## src/rtl/selection_text_utf8_packer_core_assert.svh

```systemverilog
// ----------------------------------------------------------------------------
// selection_text_utf8_packer_core_assert
// Assertion macros used by stu8p_back, clocked on i_clk, held off by i_rst_n.
// ----------------------------------------------------------------------------
`ifndef SELECTION_TEXT_UTF8_PACKER_CORE_ASSERT_SVH
`define SELECTION_TEXT_UTF8_PACKER_CORE_ASSERT_SVH

// Same-cycle implication, disabled while reset is low.
`define STU8P_ASSERT_NOW(lbl, ante, cons, msg) \
    lbl: assert property (@(posedge i_clk) disable iff (!i_rst_n) (ante) |-> (cons)) \
        else $error(msg);

// Next-cycle implication, disabled while reset is low.
`define STU8P_ASSERT_NXT(lbl, ante, cons, msg) \
    lbl: assert property (@(posedge i_clk) disable iff (!i_rst_n) (ante) |=> (cons)) \
        else $error(msg);

`endif

```

## src/rtl/stu8p_pkg.sv

```systemverilog
// ----------------------------------------------------------------------------
// stu8p_pkg
// Types and constants shared by the selection text packer modules.
// ----------------------------------------------------------------------------
package stu8p_pkg;

    localparam int MAX_ROW_CELLS = 256;
    localparam int CNT_W         = 9;
    localparam int CNT_MAX       = (1 << CNT_W) - 1;
    localparam int SPACE_LIMIT   = (MAX_ROW_CELLS < CNT_MAX) ? MAX_ROW_CELLS : CNT_MAX;
    localparam int CP_W          = 32;
    localparam int BYTE_W        = 8;
    localparam int MAX_RESULTS   = 5;
    localparam int MAX_CELL_B    = 4;
    localparam int RES_IDX_W     = 3;
    localparam int QUEUE_AW      = 1;
    localparam int QUEUE_DEPTH   = 1 << QUEUE_AW;

    localparam logic [BYTE_W-1:0] SPACE_BYTE = 8'h20;
    localparam logic [BYTE_W-1:0] CR_BYTE    = 8'h0d;
    localparam logic [CP_W-1:0]   SPACE_CP   = 32'h0000_0020;

    typedef struct packed {
        logic [BYTE_W-1:0] out_byte;
        logic [CNT_W-1:0]  repeat_count;
    } t_result;

    // One accepted cell, already expanded into its ordered results.
    typedef struct packed {
        t_result [MAX_RESULTS-1:0] res;
        logic [RES_IDX_W-1:0]      n;
    } t_job;

endpackage

```

## src/rtl/stu8p_if.sv

```systemverilog
// ----------------------------------------------------------------------------
// stu8p interfaces
// Valid/ready channels for cells in, bytes out and the mode register.
// ----------------------------------------------------------------------------
interface stu8p_in_if;
    logic        valid;
    logic        ready;
    logic [31:0] code_point;
    logic        end_of_row;
    logic        end_of_selection;

    modport source (output valid, code_point, end_of_row, end_of_selection, input ready);
    modport sink (input valid, code_point, end_of_row, end_of_selection, output ready);
endinterface

interface stu8p_out_if;
    logic       valid;
    logic       ready;
    logic [7:0] out_byte;
    logic [8:0] repeat_count;
    logic       last_of_run;

    modport source (output valid, out_byte, repeat_count, last_of_run, input ready);
    modport sink (input valid, out_byte, repeat_count, last_of_run, output ready);
endinterface

interface stu8p_cfg_if;
    logic valid;
    logic ready;
    logic unicode_mode;

    modport source (output valid, unicode_mode, input ready);
    modport sink (input valid, unicode_mode, output ready);
endinterface

```

## src/rtl/selection_text_utf8_packer_core.sv

```systemverilog
// ----------------------------------------------------------------------------
// selection_text_utf8_packer_core
// Packs selected screen cells into a UTF-8 or byte text stream.
// ----------------------------------------------------------------------------
// Usage:
//   i_in carries one screen cell per item (code point, row end, selection end).
//   o_out carries one result per item: a byte, its repeat count and a flag on
//   the final result caused by a cell. A held space run leaves as one result.
//   i_cfg writes the unicode mode bit; it is always ready. The user must write
//   it only while the block is idle; the block itself does not enforce this.
// Timing:
//   A cell is classified and expanded in the cycle it is accepted; its first
//   result is registered onto o_out once it heads the job queue and the output
//   register is free. While o_out is ready the back end sends one result per
//   cycle, and a cell's result count (1 to 5, 0 for a held space) sets the rate.
//   The two-entry queue lets the front keep accepting while results drain.
// Reset: clears the held space count, the mode bit (byte mode), queue and output.
// Stall: when o_out is not ready the output holds, the queue fills, and then
//   i_in.ready drops until room frees.
// ----------------------------------------------------------------------------
module selection_text_utf8_packer_core (
    input  logic        i_clk,
    input  logic        i_rst_n,
    stu8p_in_if.sink    i_in,
    stu8p_cfg_if.sink   i_cfg,
    stu8p_out_if.source o_out
);

    logic            q_full;
    logic            q_push;
    logic            q_pop;
    logic            q_valid;
    stu8p_pkg::t_job q_wr_job;
    stu8p_pkg::t_job q_rd_job;

    stu8p_front u_front (
        .i_clk    (i_clk),
        .i_rst_n  (i_rst_n),
        .i_in     (i_in),
        .i_cfg    (i_cfg),
        .i_q_full (q_full),
        .o_push   (q_push),
        .o_job    (q_wr_job)
    );

    stu8p_queue u_queue (
        .i_clk   (i_clk),
        .i_rst_n (i_rst_n),
        .i_push  (q_push),
        .i_data  (q_wr_job),
        .i_pop   (q_pop),
        .o_full  (q_full),
        .o_valid (q_valid),
        .o_data  (q_rd_job)
    );

    stu8p_back u_back (
        .i_clk     (i_clk),
        .i_rst_n   (i_rst_n),
        .i_q_valid (q_valid),
        .i_q_data  (q_rd_job),
        .o_pop     (q_pop),
        .o_out     (o_out)
    );

endmodule

```

## src/rtl/stu8p_front.sv

```systemverilog
// ----------------------------------------------------------------------------
// stu8p_front
// Accepts cells, tracks the held space run and expands each cell into a job.
// ----------------------------------------------------------------------------
module stu8p_front (
    input  logic              i_clk,
    input  logic              i_rst_n,
    stu8p_in_if.sink          i_in,
    stu8p_cfg_if.sink         i_cfg,
    input  logic              i_q_full,
    output logic              o_push,
    output stu8p_pkg::t_job   o_job
);

    logic                                         r_unicode;
    logic [stu8p_pkg::CNT_W-1:0]                  r_pend;
    logic [stu8p_pkg::CNT_W-1:0]                  n_pend;
    logic [stu8p_pkg::CNT_W-1:0]                  pend_inc;
    logic [stu8p_pkg::MAX_CELL_B-1:0][7:0]        cb;
    logic [stu8p_pkg::RES_IDX_W-1:0]              nb;
    logic                                         is_space;
    logic                                         accept;
    logic [31:0]                                  cp;
    stu8p_pkg::t_job                              job;

    assign cp          = i_in.code_point;
    assign is_space    = (cp == stu8p_pkg::SPACE_CP);
    assign i_in.ready  = !i_q_full;
    assign i_cfg.ready = 1'b1;
    assign accept      = i_in.valid && i_in.ready;

    assign pend_inc = (r_pend < stu8p_pkg::CNT_W'(stu8p_pkg::SPACE_LIMIT))
                      ? r_pend + 1'b1 : r_pend;

    // Bytes of the cell itself.
    always_comb begin
        cb = '0;
        nb = '0;
        if (!r_unicode) begin
            cb[0] = cp[7:0];
            nb    = 3'd1;
        end else if (cp < 32'h80) begin
            cb[0] = cp[7:0];
            nb    = 3'd1;
        end else if (cp < 32'h800) begin
            cb[0] = 8'hc0 | {3'b0, cp[10:6]};
            cb[1] = 8'h80 | {2'b0, cp[5:0]};
            nb    = 3'd2;
        end else if (cp < 32'h1_0000) begin
            cb[0] = 8'he0 | {4'b0, cp[15:12]};
            cb[1] = 8'h80 | {2'b0, cp[11:6]};
            cb[2] = 8'h80 | {2'b0, cp[5:0]};
            nb    = 3'd3;
        end else if (cp < 32'h11_0000) begin
            cb[0] = 8'hf0 | {5'b0, cp[20:18]};
            cb[1] = 8'h80 | {2'b0, cp[17:12]};
            cb[2] = 8'h80 | {2'b0, cp[11:6]};
            cb[3] = 8'h80 | {2'b0, cp[5:0]};
            nb    = 3'd4;
        end else begin
            // out of range: replacement character
            cb[0] = 8'hef;
            cb[1] = 8'hbf;
            cb[2] = 8'hbd;
            nb    = 3'd3;
        end
    end

    // Order the results: held run, cell bytes, or a space's row/selection end result.
    always_comb begin
        job = '0;
        if (is_space) begin
            if (i_in.end_of_row) begin
                job.res[0] = '{out_byte: stu8p_pkg::CR_BYTE, repeat_count: 9'd1};
                job.n      = 3'd1;
            end else if (i_in.end_of_selection) begin
                job.res[0] = '{out_byte: stu8p_pkg::SPACE_BYTE, repeat_count: pend_inc};
                job.n      = 3'd1;
            end
        end else if (r_pend != '0) begin
            job.res[0] = '{out_byte: stu8p_pkg::SPACE_BYTE, repeat_count: r_pend};
            for (int i = 0; i < stu8p_pkg::MAX_CELL_B; i++) begin
                job.res[i+1] = '{out_byte: cb[i], repeat_count: 9'd1};
            end
            job.n = nb + 3'd1;
        end else begin
            for (int i = 0; i < stu8p_pkg::MAX_CELL_B; i++) begin
                job.res[i] = '{out_byte: cb[i], repeat_count: 9'd1};
            end
            job.n = nb;
        end
    end

    assign n_pend = (is_space && !i_in.end_of_row && !i_in.end_of_selection) ? pend_inc : '0;
    assign o_job  = job;
    assign o_push = accept && (job.n != '0);

    always_ff @(posedge i_clk) begin
        if (!i_rst_n) begin
            r_unicode <= 1'b0;
            r_pend    <= '0;
        end else begin
            if (i_cfg.valid && i_cfg.ready) begin
                r_unicode <= i_cfg.unicode_mode;
            end
            if (accept) begin
                r_pend <= n_pend;
            end
        end
    end

endmodule

```

## src/rtl/stu8p_queue.sv

```systemverilog
// ----------------------------------------------------------------------------
// stu8p_queue
// Short job queue between the front and back ends.
// ----------------------------------------------------------------------------
module stu8p_queue (
    input  logic            i_clk,
    input  logic            i_rst_n,
    input  logic            i_push,
    input  stu8p_pkg::t_job i_data,
    input  logic            i_pop,
    output logic            o_full,
    output logic            o_valid,
    output stu8p_pkg::t_job o_data
);

    stu8p_pkg::t_job                r_mem [stu8p_pkg::QUEUE_DEPTH];
    logic [stu8p_pkg::QUEUE_AW-1:0] r_wr_ptr;
    logic [stu8p_pkg::QUEUE_AW-1:0] r_rd_ptr;
    logic [stu8p_pkg::QUEUE_AW:0]   r_count;

    assign o_full  = (r_count == (stu8p_pkg::QUEUE_AW+1)'(stu8p_pkg::QUEUE_DEPTH));
    assign o_valid = (r_count != '0);
    assign o_data  = r_mem[r_rd_ptr];

    always_ff @(posedge i_clk) begin
        if (i_push) begin
            r_mem[r_wr_ptr] <= i_data;
        end
    end

    // Pointers wrap naturally: depth is a power of two.
    always_ff @(posedge i_clk) begin
        if (!i_rst_n) begin
            r_wr_ptr <= '0;
            r_rd_ptr <= '0;
            r_count  <= '0;
        end else begin
            if (i_push) begin
                r_wr_ptr <= r_wr_ptr + 1'b1;
            end
            if (i_pop) begin
                r_rd_ptr <= r_rd_ptr + 1'b1;
            end
            case ({i_push, i_pop})
                2'b10:   r_count <= r_count + 1'b1;
                2'b01:   r_count <= r_count - 1'b1;
                default: r_count <= r_count;
            endcase
        end
    end

endmodule

```

## src/rtl/stu8p_back.sv

```systemverilog
// ----------------------------------------------------------------------------
// stu8p_back
// Walks the head job one result per cycle into the output register while it is free.
// ----------------------------------------------------------------------------
`include "selection_text_utf8_packer_core_assert.svh"

module stu8p_back (
    input  logic            i_clk,
    input  logic            i_rst_n,
    input  logic            i_q_valid,
    input  stu8p_pkg::t_job i_q_data,
    output logic            o_pop,
    stu8p_out_if.source     o_out
);

    logic                                r_out_valid;
    logic [7:0]                          r_out_byte;
    logic [stu8p_pkg::CNT_W-1:0]         r_out_count;
    logic                                r_out_last;
    logic [stu8p_pkg::RES_IDX_W-1:0]     r_idx;
    logic                                load;
    logic                                step;
    logic                                last;

    // Output register frees whenever it is empty or being taken.
    assign load  = !r_out_valid || o_out.ready;
    assign step  = i_q_valid && load;
    assign last  = (r_idx == i_q_data.n - 3'd1);
    assign o_pop = step && last;

    assign o_out.valid        = r_out_valid;
    assign o_out.out_byte     = r_out_byte;
    assign o_out.repeat_count = r_out_count;
    assign o_out.last_of_run  = r_out_last;

    always_ff @(posedge i_clk) begin
        if (!i_rst_n) begin
            r_out_valid <= 1'b0;
            r_idx       <= '0;
        end else begin
            if (load) begin
                r_out_valid <= i_q_valid;
            end
            if (step) begin
                r_idx <= last ? '0 : r_idx + 3'd1;
            end
        end
    end

    always_ff @(posedge i_clk) begin
        if (step) begin
            r_out_byte  <= i_q_data.res[r_idx].out_byte;
            r_out_count <= i_q_data.res[r_idx].repeat_count;
            r_out_last  <= last;
        end
    end

    `STU8P_ASSERT_NOW(a_idx_in_job, i_q_valid, r_idx < i_q_data.n, "index past job end")
    `STU8P_ASSERT_NOW(a_idx_idle, !i_q_valid, r_idx == '0, "index not rewound while empty")
    `STU8P_ASSERT_NXT(a_pop_marks_last, o_pop, r_out_valid && r_out_last, "pop without last")

endmodule
```

## src/flat_wrapper.sv

```systemverilog
// flat-port wrapper written by rule: the top's interface ports become plain ports
module selection_text_utf8_packer_core_flat 
  (i_clk, i_rst_n, i_in_valid, i_in_code_point, i_in_end_of_row, i_in_end_of_selection, i_in_ready, i_cfg_valid, i_cfg_unicode_mode, i_cfg_ready, o_out_valid, o_out_out_byte, o_out_repeat_count, o_out_last_of_run, o_out_ready);
  stu8p_in_if i_in_i ();
  stu8p_cfg_if i_cfg_i ();
  stu8p_out_if o_out_i ();
  input  logic i_clk;
  input  logic i_rst_n;
  input wire logic [$bits(i_in_i.valid)-1:0] i_in_valid;
  input wire logic [$bits(i_in_i.code_point)-1:0] i_in_code_point;
  input wire logic [$bits(i_in_i.end_of_row)-1:0] i_in_end_of_row;
  input wire logic [$bits(i_in_i.end_of_selection)-1:0] i_in_end_of_selection;
  output wire logic [$bits(i_in_i.ready)-1:0] i_in_ready;
  input wire logic [$bits(i_cfg_i.valid)-1:0] i_cfg_valid;
  input wire logic [$bits(i_cfg_i.unicode_mode)-1:0] i_cfg_unicode_mode;
  output wire logic [$bits(i_cfg_i.ready)-1:0] i_cfg_ready;
  output wire logic [$bits(o_out_i.valid)-1:0] o_out_valid;
  output wire logic [$bits(o_out_i.out_byte)-1:0] o_out_out_byte;
  output wire logic [$bits(o_out_i.repeat_count)-1:0] o_out_repeat_count;
  output wire logic [$bits(o_out_i.last_of_run)-1:0] o_out_last_of_run;
  input wire logic [$bits(o_out_i.ready)-1:0] o_out_ready;
  assign i_in_i.valid = i_in_valid;
  assign i_in_i.code_point = i_in_code_point;
  assign i_in_i.end_of_row = i_in_end_of_row;
  assign i_in_i.end_of_selection = i_in_end_of_selection;
  assign i_in_ready = i_in_i.ready;
  assign i_cfg_i.valid = i_cfg_valid;
  assign i_cfg_i.unicode_mode = i_cfg_unicode_mode;
  assign i_cfg_ready = i_cfg_i.ready;
  assign o_out_valid = o_out_i.valid;
  assign o_out_out_byte = o_out_i.out_byte;
  assign o_out_repeat_count = o_out_i.repeat_count;
  assign o_out_last_of_run = o_out_i.last_of_run;
  assign o_out_i.ready = o_out_ready;
  selection_text_utf8_packer_core u_core (.i_clk(i_clk), .i_rst_n(i_rst_n), .i_in(i_in_i), .i_cfg(i_cfg_i), .o_out(o_out_i));
endmodule
```

## config.mk

```make
export PLATFORM = sky130hd
export DESIGN_NAME = selection_text_utf8_packer_core_flat
export DESIGN_NICKNAME = d
export VERILOG_FILES = /design/src/rtl/stu8p_pkg.sv /design/src/rtl/stu8p_if.sv /design/src/rtl/selection_text_utf8_packer_core.sv /design/src/rtl/stu8p_front.sv /design/src/rtl/stu8p_queue.sv /design/src/rtl/stu8p_back.sv /design/src/flat_wrapper.sv
export VERILOG_INCLUDE_DIRS = /design/src /design/src/rtl
export SDC_FILE = /design/constraint.sdc
export NUM_CORES = 1
export LEC_CHECK = 0
export BUFFER_PORTS_ARGS = -buffer_cell sky130_fd_sc_hd__buf_2
export CORE_MARGIN = 1.5
export CORE_UTILIZATION = 50
export CTS_CLUSTER_SIZE = 24
export DETAILED_ROUTE_END_ITERATION = 16
export GPL_TIMING_DRIVEN = 0
export PLACE_DENSITY_LB_ADDON = 0.3
export SLEW_MARGIN = 25
export SYNTH_ARGS = -nofsm -noshare
export SYNTH_HDL_FRONTEND = slang
export SYNTH_SLANG_ARGS = --single-unit
```

## constraint.sdc

```tcl
create_clock -name i_clk -period 8.62 [get_ports i_clk]
set_input_delay 1.293 -clock i_clk [delete_from_list [all_inputs] [get_ports i_clk]]
set_output_delay 1.293 -clock i_clk [all_outputs]
set_load 0.005 [all_outputs]
```

==> flow_summary.toml <==
[run_status]
outcome = "finished, final reports clean"

[critical_path]
crit_required_ns = 8.73
rr_worst_depth = 14
arrival_ns = 5.44
r2r_slack_ns = 4.23
cp_max_fo = 22
critPathLaunchType = "input pin"
r2r_end = "u_core.u_queue.r_count[1]"
critPathLaunch = "i_in_code_point[21]"
criticalPathCategory = "in2reg"
cp-end-kind = "flip-flop"

[clock_tree]
clkSlewWorstSetupHoldPaths_ns = 0.06
cts_setup_buffers = 0
clock_latency_ns = 0.41
clock-sinks = 139
cts.hold.buffers_added = 0
htreeDepth = 4
cts_made_buffers = 17
cts_root_buffer = "clkbuf_16"
clockBufferDepth = 2
tritoncts = "done"
ctsResizeCount = 0

[routing]
wl_per_cell_um = 19.0
drc = 0
drtAntennaViolNets = 0
wirelength_um = 15200
vias = 4753
vias_per_cell = 5.93
drtPass1Iterations = 5
dr.first_iter.drc_count = 591

[layout]
n_antenna_cell = 0
syn_to_final_growth_pct = 18.4
multi_input_area_mm2 = 0.00245
ff_latch_area_mm2 = 0.00398
drive_gt1_share_pct = 20.0
fillers = 1013
fin_nets = 663

[grt]
globalRouteOverflowTotal = 0
grt.busiest_layer = "met2"
grt_util_met2_pct = 35.4
grt_pass1_wl_um = 24300
grt_pass1_vias = 4691
grt_use_met3_pct = 4.41
grt_use_met1_pct = 31.5
antenna_found_initial = 0
grt_max_degree = 52
grt.total_usage_pct = 22.8

[yosys]
synthCells = 536
ys.flop_type = "edfxtp_1"
synthArstFlopShare_pct = 0
synth-edff-count = 120
ys_warn_count = 0
synthesis.area_mm2 = 0.00659
syn-mean-instance-area_um2 = 12.3
yosys.area.top_type = "edfxtp_1"
yosysUniqueCellTypes = 51
ys_seq_elements = 139
synth_top_area_share_pct = 54.7
synth.area.top_cells = "edfxtp_1, dfxtp_1, mux2i_1"
syn-num-nets = 582
yosysSeqAreaShare_pct = 60.5

[placed_design]
io_buffer_count = 59
dp_hpwl_um = 10500
place.gp.congestion = 0.947

[timing]
tightest_slew_ns = 0.946
max_freq_ghz = 0.187
rsz0062_at_grt = "no"
finalMaxSlewViolations = 0
max-slew-margin-rel_pct = 36.5
fin_tns_setup_ns = 0
setup_viol_count_final = 0
hold_violations = 0
fin_crit_sh_pct = 61.9
fin_skew_ns = 0.00967
period_needed_ns = 5.34

[pwr]
p_total_mw = 2.16
leakage_nw = 2.80
ir_drop_mv = 0.132
p_per_area_mw_per_mm2 = 277

[floorplanning]
die-area_mm2 = 0.0139
row_count = 41
ios = 61
die_width_um = 118
initial_core_util_pct = 51.8
coreArea_mm2 = 0.0127
die_h_um = 118

[hold_path]
hold_end = "u_core.u_queue.r_wr_ptr"
worstHoldPathType = "reg2reg"
hp-start = "u_core.u_queue.r_wr_ptr"
holdPathStages = 2

[run]
cap_violations = 0
how the worst max path moves through the flow:
| stage | endpoint | slack [ns] |
|---|---|---|
| 2_1_floorplan | u_core.u_queue.r_mem[0][0] | 2.10 |
| 3_3_place_gp | u_core.u_queue.r_mem[0][67] | 0.29 |
| 5_1_grt | u_core.u_queue.r_mem[0][33] | 2.92 |
| 3_5_place_dp | u_core.u_queue.r_count[1] | 2.88 |
| 6_report | u_core.u_queue.r_mem[0][14] | 3.28 |
| 4_1_cts | u_core.u_queue.r_count[1] | 3.30 |
synth_stat cells, types with 2 or more instances:
cell type  instances
o41ai_1            5
a21boi_0           2
buf_6              2
o21a_1             3
edfxtp_1         120
and3_1            12
dfxtp_1           19
xor2_1             5
a2111oi_0          2
inv_1              9
clkbuf_1          16
buf_4              2
a21oi_1           28
ha_1               6
mux4_2            15
mux2i_1           34
and4_1             2
nand2_1           55
buf_1              4
nand4_1            2
or3_1              7
buf_2              4
or4_1              7
nand2b_1           4
nand3_1            9
o31ai_1            7
nor4_1             5
nor2_1            49
xnor2_1            7
nor3_1             9
a21boi_1           3
nor2b_1            9
o21bai_1           2
a211oi_1           3
o21ai_0           32
o22ai_1           14
and2_1             8
flip-flops by register name, summed over array words and instances (netlist names), named ones only:
signal	count
u_core.u_queue.r_wr_ptr	1
u_core.u_back.o_out.repeat_count	9
u_core.u_back.o_out.out_byte	8
u_core.u_queue.r_rd_ptr	1
u_core.u_back.r_idx	3
u_core.u_queue.r_count	2
u_core.u_front.r_pend	9
u_core.u_back.o_out.valid	1
u_core.u_queue.r_mem	102
u_core.u_back.o_out.last_of_run	1
u_core.u_front.r_unicode	1
power breakdown:
part	leakage, nW	switching, mW	internal (mW)	total (mW)
logic	1.21	0.276	0.213	0.489
clock network	0.296	0.279	0.456	0.735
registers	1.30	0.0361	0.904	0.940
total	2.80	0.590	1.57	2.16
critical path: stages:
cell,delay (ns)
buf_2,0.10
nor4_1,0.53
nand4_2,0.40
o31ai_2,0.70
clkbuf_1,0.41
nor2_1,0.13
ha_1,0.24
nand2_1,0.11
or4_1,0.14
o31ai_1,0.10
o32ai_2,0.38
nor2b_4,0.65
buf_16,0.25
stage by stage:
| stage | cell area [um^2] | util, % | setup WS [ns] | hold WS, ns | instances |
|---|---|---|---|---|---|
| 6_report | 7800 | 61.3 | 3.28 | 0.524 | 802 |
| 5_1_grt | 7800 | 61.3 | 2.92 | 0.561 | 802 |
| 4_1_cts | 7800 | 61.3 | 3.30 | 0.530 | 802 |
| 3_5_place_dp | 7200 | 56.6 | 2.88 | 0.519 | 770 |
| 3_3_place_gp | 7100 | 55.8 | 0.291 | 0.460 | 767 |
| 2_1_floorplan | 6590 | - | 2.10 | 0.451 | 536 |
final cells by class:
| type | instances | share of cell area [%] |
|---|---|---|
| multi-input cells | 359 | 31.4 |
| well taps | 172 | 2.76 |
| inverters | 10 | 0.481 |
| clock buffers | 18 | 5.50 |
| flip-flops and latches | 139 | 51.1 |
| plain buffers | 28 | 1.70 |
| clock inverters | 14 | 2.18 |
| repair buffers | 62 | 4.85 |
logic make-up (layout without fill, tap and decap cells):
group | after synthesis | in the layout | share of synthesized area, %
mux | 49 | 49 | 10.3
other cells | 1 | 1 | 0.0569
fa+ha+maj | 6 | 6 | 1.14
buf+inv | 38 | 132 | 2.58
compound gates | 107 | 107 | 10.0
simple gates | 184 | 184 | 13.8
flops | 139 | 139 | 60.5
xor+xnor | 12 | 12 | 1.60
metal layers:
layer / wire length [um] / up-vias / share of wire [%]
met3: 1250 / 30 / 8.2
met1: 6600 / 2268 / 43
met4: 292 / 0 / 1.9
met5: 0 / - / 0
li1: - / 2213 / -
met2: 7100 / 242 / 47
cells in the final DEF (no fill, tap or decap), drive strengths merged, types with 14 or more instances in the layout:
cell type and instances:
mux2i 34, nand2 56, clkbuf 34, buf 74
o21ai 32, o22ai 14, a21oi 28, dfxtp 19
mux4 15, nor2 49, edfxtp 120
(Power assumes the default switching activity.)
